$ cat src/rtl/ipv4sf_pkg.sv
// Package for the IPv4 descending sort filter: payload types, filter codes and helpers.
`timescale 1ns / 1ps

package ipv4sf_pkg;

    localparam int CAPACITY_DEF = 64;
    localparam int ADDR_W       = 32;
    localparam int OCTET_W      = 8;
    localparam int MODE_W       = 2;
    localparam int CFG_IDX_W    = 2;
    localparam int CFG_DATA_W   = 8;

    // Filter modes
    localparam logic [MODE_W-1:0] MODE_NONE   = 2'd0;
    localparam logic [MODE_W-1:0] MODE_FIRST  = 2'd1;
    localparam logic [MODE_W-1:0] MODE_FIRST2 = 2'd2;
    localparam logic [MODE_W-1:0] MODE_ANY    = 2'd3;

    // Configuration register indexes
    localparam logic [CFG_IDX_W-1:0] REG_FILTER_MODE  = 2'd0;
    localparam logic [CFG_IDX_W-1:0] REG_MATCH_FIRST  = 2'd1;
    localparam logic [CFG_IDX_W-1:0] REG_MATCH_SECOND = 2'd2;

    typedef struct packed {
        logic [ADDR_W-1:0] address;
        logic              last;
    } t_in;

    typedef struct packed {
        logic [ADDR_W-1:0] sorted_address;
        logic              final_res;
        logic              found;
        logic              overflowed;
    } t_out;

    function automatic logic passes(
        input logic [ADDR_W-1:0]  a,
        input logic [MODE_W-1:0]  mode,
        input logic [OCTET_W-1:0] m1,
        input logic [OCTET_W-1:0] m2
    );
        logic res;
        res = 1'b1;
        unique case (mode)
            MODE_NONE:   res = 1'b1;
            MODE_FIRST:  res = (a[31:24] == m1);
            MODE_FIRST2: res = (a[31:24] == m1) && (a[23:16] == m2);
            MODE_ANY:    res = (a[31:24] == m1) || (a[23:16] == m1) ||
                               (a[15:8] == m1) || (a[7:0] == m1);
            default:     res = 1'b1;
        endcase
        return res;
    endfunction

endpackage

$ cat src/rtl/ipv4sf_ram.sv
// Generic simple dual-port RAM with registered read.
`timescale 1ns / 1ps

module ipv4sf_ram #(
    parameter int WIDTH = 32,
    parameter int DEPTH = 64
) (
    input  logic                     i_clk,
    input  logic                     i_we,
    input  logic [$clog2(DEPTH)-1:0] i_waddr,
    input  logic [WIDTH-1:0]         i_wdata,
    input  logic [$clog2(DEPTH)-1:0] i_raddr,
    output logic [WIDTH-1:0]         o_rdata
);

    logic [WIDTH-1:0] mem [DEPTH];

    always_ff @(posedge i_clk) begin
        if (i_we) begin
            mem[i_waddr] <= i_wdata;
        end
        o_rdata <= mem[i_raddr];
    end

endmodule

$ cat src/rtl/ipv4_sort_descending_filter.sv
// Top level of the IPv4 descending sort filter.
`timescale 1ns / 1ps
//
// Usage:
//   Input channel (i_valid / o_stall, payload i_in): one IPv4 address per request.
//   Each address is insertion-sorted into a RAM kept in descending order. The
//   insert walks down from the fill count, one RAM entry per cycle (read, compare,
//   shift-write), moving each stored entry smaller than the address one place up.
//   An address into an empty store is written directly; one that arrives when the
//   store is full is dropped and flagged. On the request with last set, the store
//   is scanned from the largest entry: each entry is read from the RAM, then
//   checked against the filter, and each result waits until the receiver takes
//   it. One matching result is held back so the final one can carry final_res;
//   if none match, one not-found result is sent.
//   Output channel (o_valid / i_stall, payload o_out): the result register holds
//   while i_stall is high; the scan waits on it.
//   Configuration (i_cfg_valid / o_cfg_ready): always ready; write only while idle.
//   Reset (synchronous, i_rst_n low): empty store, flag clear, filter mode none.
//
module ipv4_sort_descending_filter #(
    parameter int CAPACITY = ipv4sf_pkg::CAPACITY_DEF
) (
    input  logic                                i_clk,
    input  logic                                i_rst_n,
    // input requests
    input  logic                                i_valid,
    output logic                                o_stall,
    input  ipv4sf_pkg::t_in                     i_in,
    // results
    output logic                                o_valid,
    input  logic                                i_stall,
    output ipv4sf_pkg::t_out                    o_out,
    // configuration writes
    input  logic                                i_cfg_valid,
    output logic                                o_cfg_ready,
    input  logic [ipv4sf_pkg::CFG_IDX_W-1:0]    i_cfg_index,
    input  logic [ipv4sf_pkg::CFG_DATA_W-1:0]   i_cfg_data
);

    localparam int AW = $clog2(CAPACITY);
    localparam int CW = $clog2(CAPACITY + 1);
    localparam int DW = ipv4sf_pkg::ADDR_W;

    typedef enum logic [2:0] {
        S_IDLE,
        S_INS_CMP,
        S_INS_PUT,
        S_SCAN_RD,
        S_SCAN_CHK,
        S_OUT_MID,
        S_OUT_LAST
    } t_state;

    t_state r_state, n_state;
    logic [CW-1:0] r_count, n_count;
    logic          r_ovf, n_ovf;
    logic [AW-1:0] r_idx, n_idx;
    logic [DW-1:0] r_addr, n_addr;
    logic          r_last, n_last;
    logic [DW-1:0] r_pend, n_pend;
    logic          r_have, n_have;
    ipv4sf_pkg::t_out r_out, n_out;
    logic          r_out_valid, n_out_valid;

    logic [ipv4sf_pkg::MODE_W-1:0]  r_mode;
    logic [ipv4sf_pkg::OCTET_W-1:0] r_m1;
    logic [ipv4sf_pkg::OCTET_W-1:0] r_m2;

    logic          mem_we;
    logic [AW-1:0] mem_waddr;
    logic [DW-1:0] mem_wdata;
    logic [AW-1:0] mem_raddr;
    logic [DW-1:0] mem_rdata;

    logic          in_acc;
    logic          out_acc;
    logic          pass;
    logic          scan_end;
    logic [CW-1:0] cnt_m1;
    logic [AW-1:0] idx_m1;
    logic [AW-1:0] idx_m2;

    ipv4sf_ram #(
        .WIDTH (DW),
        .DEPTH (CAPACITY)
    ) u_store (
        .i_clk   (i_clk),
        .i_we    (mem_we),
        .i_waddr (mem_waddr),
        .i_wdata (mem_wdata),
        .i_raddr (mem_raddr),
        .o_rdata (mem_rdata)
    );

    assign o_stall     = (r_state != S_IDLE);
    assign o_valid     = r_out_valid;
    assign o_out       = r_out;
    assign o_cfg_ready = 1'b1;

    assign in_acc   = i_valid && (r_state == S_IDLE);
    assign out_acc  = r_out_valid && !i_stall;
    assign cnt_m1   = r_count - 1'b1;
    assign idx_m1   = r_idx - 1'b1;
    assign idx_m2   = idx_m1 - 1'b1;
    assign scan_end = (CW'(r_idx) == cnt_m1);
    assign pass     = ipv4sf_pkg::passes(mem_rdata, r_mode, r_m1, r_m2);

    always_comb begin
        n_state     = r_state;
        n_count     = r_count;
        n_ovf       = r_ovf;
        n_idx       = r_idx;
        n_addr      = r_addr;
        n_last      = r_last;
        n_pend      = r_pend;
        n_have      = r_have;
        n_out       = r_out;
        n_out_valid = r_out_valid;
        mem_we      = 1'b0;
        mem_waddr   = r_idx;
        mem_wdata   = r_addr;
        mem_raddr   = r_idx;

        unique case (r_state)
            S_IDLE: begin
                if (in_acc) begin
                    n_addr = i_in.address;
                    n_last = i_in.last;
                    if (r_count == CW'(CAPACITY)) begin
                        // store full: drop and flag
                        n_ovf = 1'b1;
                        if (i_in.last) begin
                            n_idx   = '0;
                            n_state = S_SCAN_RD;
                        end
                    end else if (r_count == '0) begin
                        mem_we    = 1'b1;
                        mem_waddr = '0;
                        mem_wdata = i_in.address;
                        n_count   = CW'(1);
                        if (i_in.last) begin
                            n_idx   = '0;
                            n_state = S_SCAN_RD;
                        end
                    end else begin
                        mem_raddr = cnt_m1[AW-1:0];
                        n_idx     = r_count[AW-1:0];
                        n_state   = S_INS_CMP;
                    end
                end
            end

            S_INS_CMP: begin
                // mem_rdata holds entry r_idx-1
                mem_we = 1'b1;
                if (mem_rdata < r_addr) begin
                    mem_waddr = r_idx;
                    mem_wdata = mem_rdata;
                    n_idx     = idx_m1;
                    if (idx_m1 == '0) begin
                        n_state = S_INS_PUT;
                    end else begin
                        mem_raddr = idx_m2;
                    end
                end else begin
                    mem_waddr = r_idx;
                    mem_wdata = r_addr;
                    n_count   = r_count + 1'b1;
                    n_idx     = '0;
                    n_state   = r_last ? S_SCAN_RD : S_IDLE;
                end
            end

            S_INS_PUT: begin
                mem_we    = 1'b1;
                mem_waddr = r_idx;
                mem_wdata = r_addr;
                n_count   = r_count + 1'b1;
                n_idx     = '0;
                n_state   = r_last ? S_SCAN_RD : S_IDLE;
            end

            S_SCAN_RD: begin
                mem_raddr = r_idx;
                n_state   = S_SCAN_CHK;
            end

            S_SCAN_CHK: begin
                if (pass && r_have) begin
                    n_out.sorted_address = r_pend;
                    n_out.final_res      = 1'b0;
                    n_out.found          = 1'b1;
                    n_out.overflowed     = r_ovf;
                    n_out_valid          = 1'b1;
                    n_pend               = mem_rdata;
                    n_state              = S_OUT_MID;
                end else begin
                    if (pass) begin
                        n_pend = mem_rdata;
                        n_have = 1'b1;
                    end
                    if (scan_end) begin
                        n_out.sorted_address = n_have ? n_pend : '0;
                        n_out.final_res      = 1'b1;
                        n_out.found          = n_have;
                        n_out.overflowed     = r_ovf;
                        n_out_valid          = 1'b1;
                        n_state              = S_OUT_LAST;
                    end else begin
                        n_idx   = r_idx + 1'b1;
                        n_state = S_SCAN_RD;
                    end
                end
            end

            S_OUT_MID: begin
                if (out_acc) begin
                    if (scan_end) begin
                        n_out.sorted_address = r_pend;
                        n_out.final_res      = 1'b1;
                        n_out.found          = 1'b1;
                        n_out.overflowed     = r_ovf;
                        n_out_valid          = 1'b1;
                        n_state              = S_OUT_LAST;
                    end else begin
                        n_out_valid = 1'b0;
                        n_idx       = r_idx + 1'b1;
                        n_state     = S_SCAN_RD;
                    end
                end
            end

            S_OUT_LAST: begin
                if (out_acc) begin
                    n_out_valid = 1'b0;
                    n_count     = '0;
                    n_ovf       = 1'b0;
                    n_have      = 1'b0;
                    n_state     = S_IDLE;
                end
            end

            default: n_state = S_IDLE;
        endcase
    end

    always_ff @(posedge i_clk) begin
        if (!i_rst_n) begin
            r_state     <= S_IDLE;
            r_count     <= '0;
            r_ovf       <= 1'b0;
            r_idx       <= '0;
            r_have      <= 1'b0;
            r_out_valid <= 1'b0;
            r_mode      <= ipv4sf_pkg::MODE_NONE;
            r_m1        <= '0;
            r_m2        <= '0;
        end else begin
            r_state     <= n_state;
            r_count     <= n_count;
            r_ovf       <= n_ovf;
            r_idx       <= n_idx;
            r_have      <= n_have;
            r_out_valid <= n_out_valid;
            if (i_cfg_valid) begin
                unique case (i_cfg_index)
                    ipv4sf_pkg::REG_FILTER_MODE:  r_mode <= i_cfg_data[ipv4sf_pkg::MODE_W-1:0];
                    ipv4sf_pkg::REG_MATCH_FIRST:  r_m1   <= i_cfg_data;
                    ipv4sf_pkg::REG_MATCH_SECOND: r_m2   <= i_cfg_data;
                    default: ;
                endcase
            end
        end
        r_addr <= n_addr;
        r_last <= n_last;
        r_pend <= n_pend;
        r_out  <= n_out;
    end

    // The fill count never passes the capacity.
    a_count_bound: assert property (@(posedge i_clk) disable iff (!i_rst_n)
        r_count <= CW'(CAPACITY))
        else $error("fill count above capacity");

    // A result is shown only in the output states.
    a_valid_state: assert property (@(posedge i_clk) disable iff (!i_rst_n)
        r_out_valid |-> (r_state == S_OUT_MID || r_state == S_OUT_LAST))
        else $error("result valid outside output states");

    // Not-found results always close the run.
    a_notfound_final: assert property (@(posedge i_clk) disable iff (!i_rst_n)
        (r_out_valid && !r_out.found) |-> r_out.final_res)
        else $error("not-found result without final mark");

    // Taking the final result empties the store.
    a_final_clears: assert property (@(posedge i_clk) disable iff (!i_rst_n)
        (r_state == S_OUT_LAST && out_acc) |=> (r_count == '0 && !r_ovf))
        else $error("store not cleared after final result");

endmodule
$ cat config.mk
export PLATFORM = sky130hd
export DESIGN_NAME = ipv4_sort_descending_filter
export DESIGN_NICKNAME = d
export VERILOG_FILES = /design/src/rtl/ipv4sf_pkg.sv /design/src/rtl/ipv4sf_ram.sv /design/src/rtl/ipv4_sort_descending_filter.sv
export SDC_FILE = /design/constraint.sdc
export NUM_CORES = 2
export LEC_CHECK = 0
export ABC_AREA = 1
export BUFFER_PORTS_ARGS = -buffer_cell sky130_fd_sc_hd__buf_4
export CAP_MARGIN = 20
export CORE_MARGIN = 10
export CORE_UTILIZATION = 65
export CTS_CLUSTER_SIZE = 14
export DETAILED_ROUTE_END_ITERATION = 8
export GPL_ROUTABILITY_DRIVEN = 0
export PLACE_DENSITY = 0.88
export SLEW_MARGIN = 15
export SYNTH_ARGS = -nofsm -noshare
export SYNTH_HDL_FRONTEND = slang
export SYNTH_SLANG_ARGS = --single-unit
$ cat constraint.sdc
create_clock -name i_clk -period 15.05 [get_ports i_clk]
set_input_delay 2.2575 -clock i_clk [delete_from_list [all_inputs] [get_ports i_clk]]
set_output_delay 2.2575 -clock i_clk [all_outputs]
set_load 0.005 [all_outputs]
---- Word-level counts from Yosys, hierarchy flattened ----
Memories as Yosys holds them, arrays and structs flattened. A register that Yosys moved wholly into a read port is not among the register bits.
Index checks and enable logic that the tools add are counted.
cells by class
  eq/ne operators ......................... 29
  reductions and logical operators ........ 32
  mux-type cells .......................... 71
  $add $sub $neg .......................... 5
  magnitude comparators ................... 1
operators with widths
  kind                                               count
  2-to-1 mux 32 bit                                  7
  2-to-1 mux 35 bit                                  4
  2-to-1 mux 6 bit                                   17
  one-hot mux 35 bit (2 select lines)                1
  one-hot mux 32 bit (2 select lines)                1
  == test 8 bit                                      5
  2-to-1 mux 7 bit                                   5
  less-than comparator 32 bit                        1
  2-to-1 mux 3 bit                                   10
  one-hot mux 6 bit (5 select lines)                 1
  one-hot mux 7 bit (4 select lines)                 1
  one-hot mux 3 bit (7 select lines)                 1
  AND reduction 4 bit                                5
  2-to-1 mux 1 bit                                   16
  != test 2 bit (second input constant)              7
  one-hot mux 6 bit (2 select lines)                 1
  subtractor 6 x 1 -> 6 bit (second input constant)  2
  == test 3 bit (second input constant)              3
  AND reduction 2 bit                                4
  adder 7 x 1 -> 7 bit (second input constant)       1
  == test 6 x 7 -> 1 bit                             1
  == test 7 bit (second input constant)              1
  logical NOT 7 bit                                  1
  subtractor 7 x 1 -> 7 bit (second input constant)  1
  24 further kinds                                   41
word-level totals
  memories kept ........................... 1
  register bits ........................... 137
  output and inout port bits .............. 38
  RAM bits ................................ 2048
  bits of input ports ..................... 48
  word-level logic and storage cells ...... 155
memories
  memory       words  width  read ports  clocked after Yosys merged registers in  wr ports  line              RTL
  u_store.mem  64     32     1           1                                        1         ipv4sf_ram.sv:16  logic [WIDTH-1:0] mem [DEPTH];

---- Logic depth before layout (Yosys ltp) ----
  depth in word-level cells ............... 12
  mapped depth ............................ 24
  gate-level depth less buffers ........... 22

---- Cells and area by module ----
Synthesis repeated with hierarchy kept, for this count alone.
unflattened totals
  cells, all modules ...................... 7889
  area, all modules ....................... 91671.7 µm²
modules (own cells, without submodules)
  module                       cells each  sequential area each (µm²)  instances  area an instance (µm²)
  ipv4sf_ram                   6788        62139.6                     1          82836.9
  ipv4_sort_descending_filter  1101        3743.6                      1          8834.7

---- Worst setup path after synthesis ----
No wires, ideal clock.
  kind .................................... input to register
  from .................................... input port i_valid
  to ...................................... memory u_store.mem[0][10] (data pin)
  required time ........................... 14508 ps
  path buffers ............................ 1
  path slack .............................. 9994 ps
  library setup time ...................... 542 ps
  stages .................................. 6
  data arrival time ....................... 4514 ps
  cells stage by stage .................... nor2_1 inv_1 nand2_1 nor2_1 clkbuf_1 o211ai_1
on the way
  longest elaborated chain between the ends .. 3
ends and longest elaborated chain
  item                                 line                                RTL
  start, declared                      ipv4_sort_descending_filter.sv:26   input logic i_valid,
  logical AND 1 bit                    ipv4_sort_descending_filter.sv:100  assign in_acc = i_valid && (r_state == S_IDLE);
  2-to-1 mux 32 bit                    ipv4_sort_descending_filter.sv:126  if (in_acc) begin
  one-hot mux 32 bit (2 select lines)  ipv4_sort_descending_filter.sv:124  unique case (r_state)
  via mem_wdata[10]                    ipv4_sort_descending_filter.sv:71   logic [DW-1:0] mem_wdata;
  end, declared                        ipv4sf_ram.sv:16
The timed path passes the listed nets, and every way through them passes these cells.

---- Final worst setup path ----
  from .................................... register u_store.o_rdata[7] (read register of u_store.mem)
  to ...................................... register u_store.o_rdata[19] (read register of u_store.mem)
on the way
  longest elaborated chain between the ends .. 3
ends and longest elaborated chain
  item                                line                                RTL
  start, declared                     ipv4sf_ram.sv:13                    output logic [WIDTH-1:0] o_rdata
  less-than comparator 32 bit         ipv4_sort_descending_filter.sv:156  if (mem_rdata < r_addr) begin
  2-to-1 mux 6 bit                    ipv4_sort_descending_filter.sv:156
  one-hot mux 6 bit (2 select lines)  ipv4_sort_descending_filter.sv:124
No other way between the ends.
A chain may end at the register's enable or synchronous reset.

==> metrics.cfg <==
[run_status]
status = finished, violations left
violations = design-rule violations

[setup_path]
crit_required_ns = 15.82
r2r_end = u_store.o_rdata[19]
regToRegStartpoint = u_store.o_rdata[7]
path_class = register to register
start_kind = register
ff2ff_path_depth = 21
r2r_slack_ns = 7.97
crit_arrival_ns = 7.85
crit_fanout = 97
cp-end-kind = register

[global_routing]
grt-ovfl-total = 0
grt_pass1_wl_mm = 379
antenna_found_initial = 6
grt_pass1_vias = 60719
grt_usage_pct = 30.9
grt_max_degree = 175

[clock_network]
postCtsSetupBuffers = 0
clock_latency_ns = 0.86
clk_pin_slew_worst_paths_ns = 0.06
cts_made_buffers = 203
cts_tree = done
post_cts_resized = 0
clkSinkCount = 2217
ctsRootBufferMaster = clkbuf_16
cts.path.max_buffers = 3
ctsHoldBuffers = 0
htree_levels = 4

[synthesis]
synth_seq_cells = 2217
synth.yosys.warnings = 0
synth_fp_nets = 6767
synth-edff-count = 2148
synth_area_mm2 = 0.0942
synth_top_area_share_pct = 68.5
ys_async_sr_fraction_pct = 0
synth.avg_cell_area_um2 = 14.1
yosysSeqAreaShare_pct = 69.9
synth_common_cells = 2148 x edfxtp_1, 1515 x nand3_1, 770 x nand2_1, 724 x mux2_2, 300 x mux2_1
synth_cell_types = 49
synth.most_common_cell = edfxtp_1
synth_top_area_cell = edfxtp_1
synth_ff_type = edfxtp_1
synthTopCellsByArea = edfxtp_1 68%, mux2_2 8.7%, nand3_1 8.0%
netlist_instances = 6680

[hold_path]
worstHoldEndpoint = o_out[0]
worstHoldStart = r_ovf
hold_path_class = register to register
whs_path_depth = 0

[floorplan]
fp-row-count = 139
coreArea_mm2 = 0.144
die_area_mm2 = 0.161
die_height_um = 401
start_util_pct = 65.5
die_w_um = 401
io_pins = 86

[layout]
n_fill_cell = 7926
drive_above_1_share_pct = 19.5
synthToLayoutAreaGrowth_pct = 9.45
nets = 6768
multi_input_area_mm2 = 0.0259
regArea_mm2 = 0.0659
instances_no_fill = 8762

[timing]
post-route-period-util_pct = 47.0
fmax_ghz = 0.141
rsz0062_at_grt = no
fin_crit_ns = 7.08
fin_setup_tns_ns = 0
tightest_slew_ns = 1.10
max_slew_margin_pct = 26.6
final_hold_viol_count = 0
finalSetupViolCount = 0
clock_skew_ns = 0.0379
setup_ws_ns = 7.97
drv_slew = 0

[drt]
vias = 61130
first_pass_iters = 9
drt-initial-drc-count = 10273
drc = 2
drt-total-wl_mm = 256
viasPerCell = 6.98
antenna_left = 0
wl_per_cell_um = 29.2

[placement]
portBuffers = 84
place_ws_ns = 7.51
dp_hpwl_mm = 131
place_inst = 8376

[flow_run]
max-cap-violations = 0

[layout by cell type, fill, tap and decap left out, types with 3 or more instances in the layout]
| master | synthesis | final |
|---|---|---|
| bufinv_16 | 0 | 14 |
| nor2_4 | 1 | 68 |
| or2_2 | 9 | 9 |
| clkinvlp_4 | 0 | 3 |
| nand2_1 | 770 | 768 |
| nand2_8 | 0 | 3 |
| a221oi_1 | 3 | 3 |
| clkbuf_1 | 93 | 62 |
| a21oi_1 | 78 | 77 |
| inv_2 | 13 | 14 |
| nor2_2 | 2 | 4 |
| inv_1 | 144 | 142 |
| nand2_2 | 3 | 5 |
| mux2_1 | 300 | 300 |
| diode_2 | 0 | 5 |
| nand3_1 | 1515 | 1515 |
| o21ai_0 | 143 | 143 |
| nor3_1 | 15 | 15 |
| clkbuf_8 | 0 | 4 |
| clkbuf_16 | 0 | 209 |
| o211ai_1 | 38 | 38 |
| dfxtp_1 | 69 | 69 |
| inv_6 | 0 | 3 |
| buf_12 | 0 | 15 |
| nand3b_1 | 3 | 3 |
| clkinv_1 | 1 | 45 |
| edfxtp_1 | 2148 | 2148 |
| nor2_1 | 147 | 78 |
| a211oi_1 | 3 | 3 |
| clkinv_2 | 0 | 34 |
| xor2_1 | 16 | 16 |
| mux2_2 | 724 | 724 |
| ha_1 | 39 | 39 |
| nor4_1 | 4 | 4 |
| xnor2_1 | 18 | 18 |
| buf_4 | 51 | 208 |
| a31oi_1 | 5 | 4 |
| nand4_1 | 13 | 13 |
[worst max-delay path by stage]
| stage | from | endpoint | slack, ns | depth (start not counted) |
|---|---|---|---|---|
| after floorplan | i_valid | u_store.mem[0][10] | 9.99 | 6 |
| after global placement | i_valid | u_store.o_rdata[2] | 7.70 | 16 |
| after detailed placement | i_valid | u_store.o_rdata[8] | 7.51 | 16 |
| after CTS | u_store.o_rdata[7] | u_store.o_rdata[19] | 8.25 | 21 |
| after global routing | u_store.o_rdata[7] | u_store.o_rdata[19] | 7.81 | 21 |
| final | u_store.o_rdata[7] | u_store.o_rdata[19] | 7.97 | 21 |
[critical path, stage by stage, from the launching register on]
cell and delay (ns):
dfxtp_1 0.80, ha_1 0.40, a21oi_1 0.16, o21a_1 0.15
nand2_1 0.09, nand2_1 0.07, nand2_1 0.12, nand2_1 0.16
nand2_2 0.07, buf_4 0.33, nand2_1 0.13, nand3_1 0.18
nand2_8 0.69, buf_4 0.87, buf_4 0.83, buf_4 0.90
nand3_1 0.18, nand3_1 0.16, nand3_1 0.14, nand3_1 0.15
nand3_1 0.12, nand2_1 0.11
[layer usage]
metal	wire (um)	part of all wire (%)	vias up	GRT usage, %
met1	85000	33	29322	39.3
li1	-	-	24906	-
met4	16200	6.3	4	18.3
met3	36800	14	1182	7.91
met5	27	0.011	-	0
met2	118000	46	5716	48.0
[flip-flops by register name, summed over array words and instances, names as in the netlist]
name	cells
u_store.o_rdata	32
o_out	35
r_m1	8
r_idx	6
r_last	1
r_pend	32
r_ovf	1
r_addr	32
o_valid	1
r_mode	2
r_m2	8
r_state	3
u_store.mem	2048
r_have	1
r_count	7
[layout make-up]
class / instances / share of cell area, %
Multi-Input combinational cell: 3874 / 25.1
Clock inverter: 103 / 0.859
Antenna cell: 5 / 0.0121
Tap cell: 1903 / 2.31
Sequential cell: 2217 / 63.9
Inverter: 159 / 0.586
Clock buffer: 275 / 5.35
Timing Repair Buffer: 226 / 1.85
[per-stage QoR]
stage / instance area, um2 / utilization, % / hold slack [ns]
3_3_place_gp: 96500 / 67.1 / 0.420
6_report: 103000 / 71.7 / 0.434
2_1_floorplan: 94200 / - / 0.409
5_1_grt: 103000 / 71.7 / 0.439
3_5_place_dp: 96600 / 67.2 / 0.431
4_1_cts: 103000 / 71.6 / 0.435
[logic make-up after synthesis]
group                      after synthesis  share of synthesized area, %
adders and majority gates               39                         0.518
xor gates and xnor gates                36                         0.351
buffers and inverters                  589                          3.15
AOI/OAI and AO/OA                      286                          1.70
and+or+nand+nor                       2488                          12.1
DFF                                   2217                          69.9
muxes                                 1024                          12.2
other                                    1                       0.00398
Power is left out: the tool's default activity adds up to more than one toggle a clock period on the data nets, which glitch-free logic cannot reach.
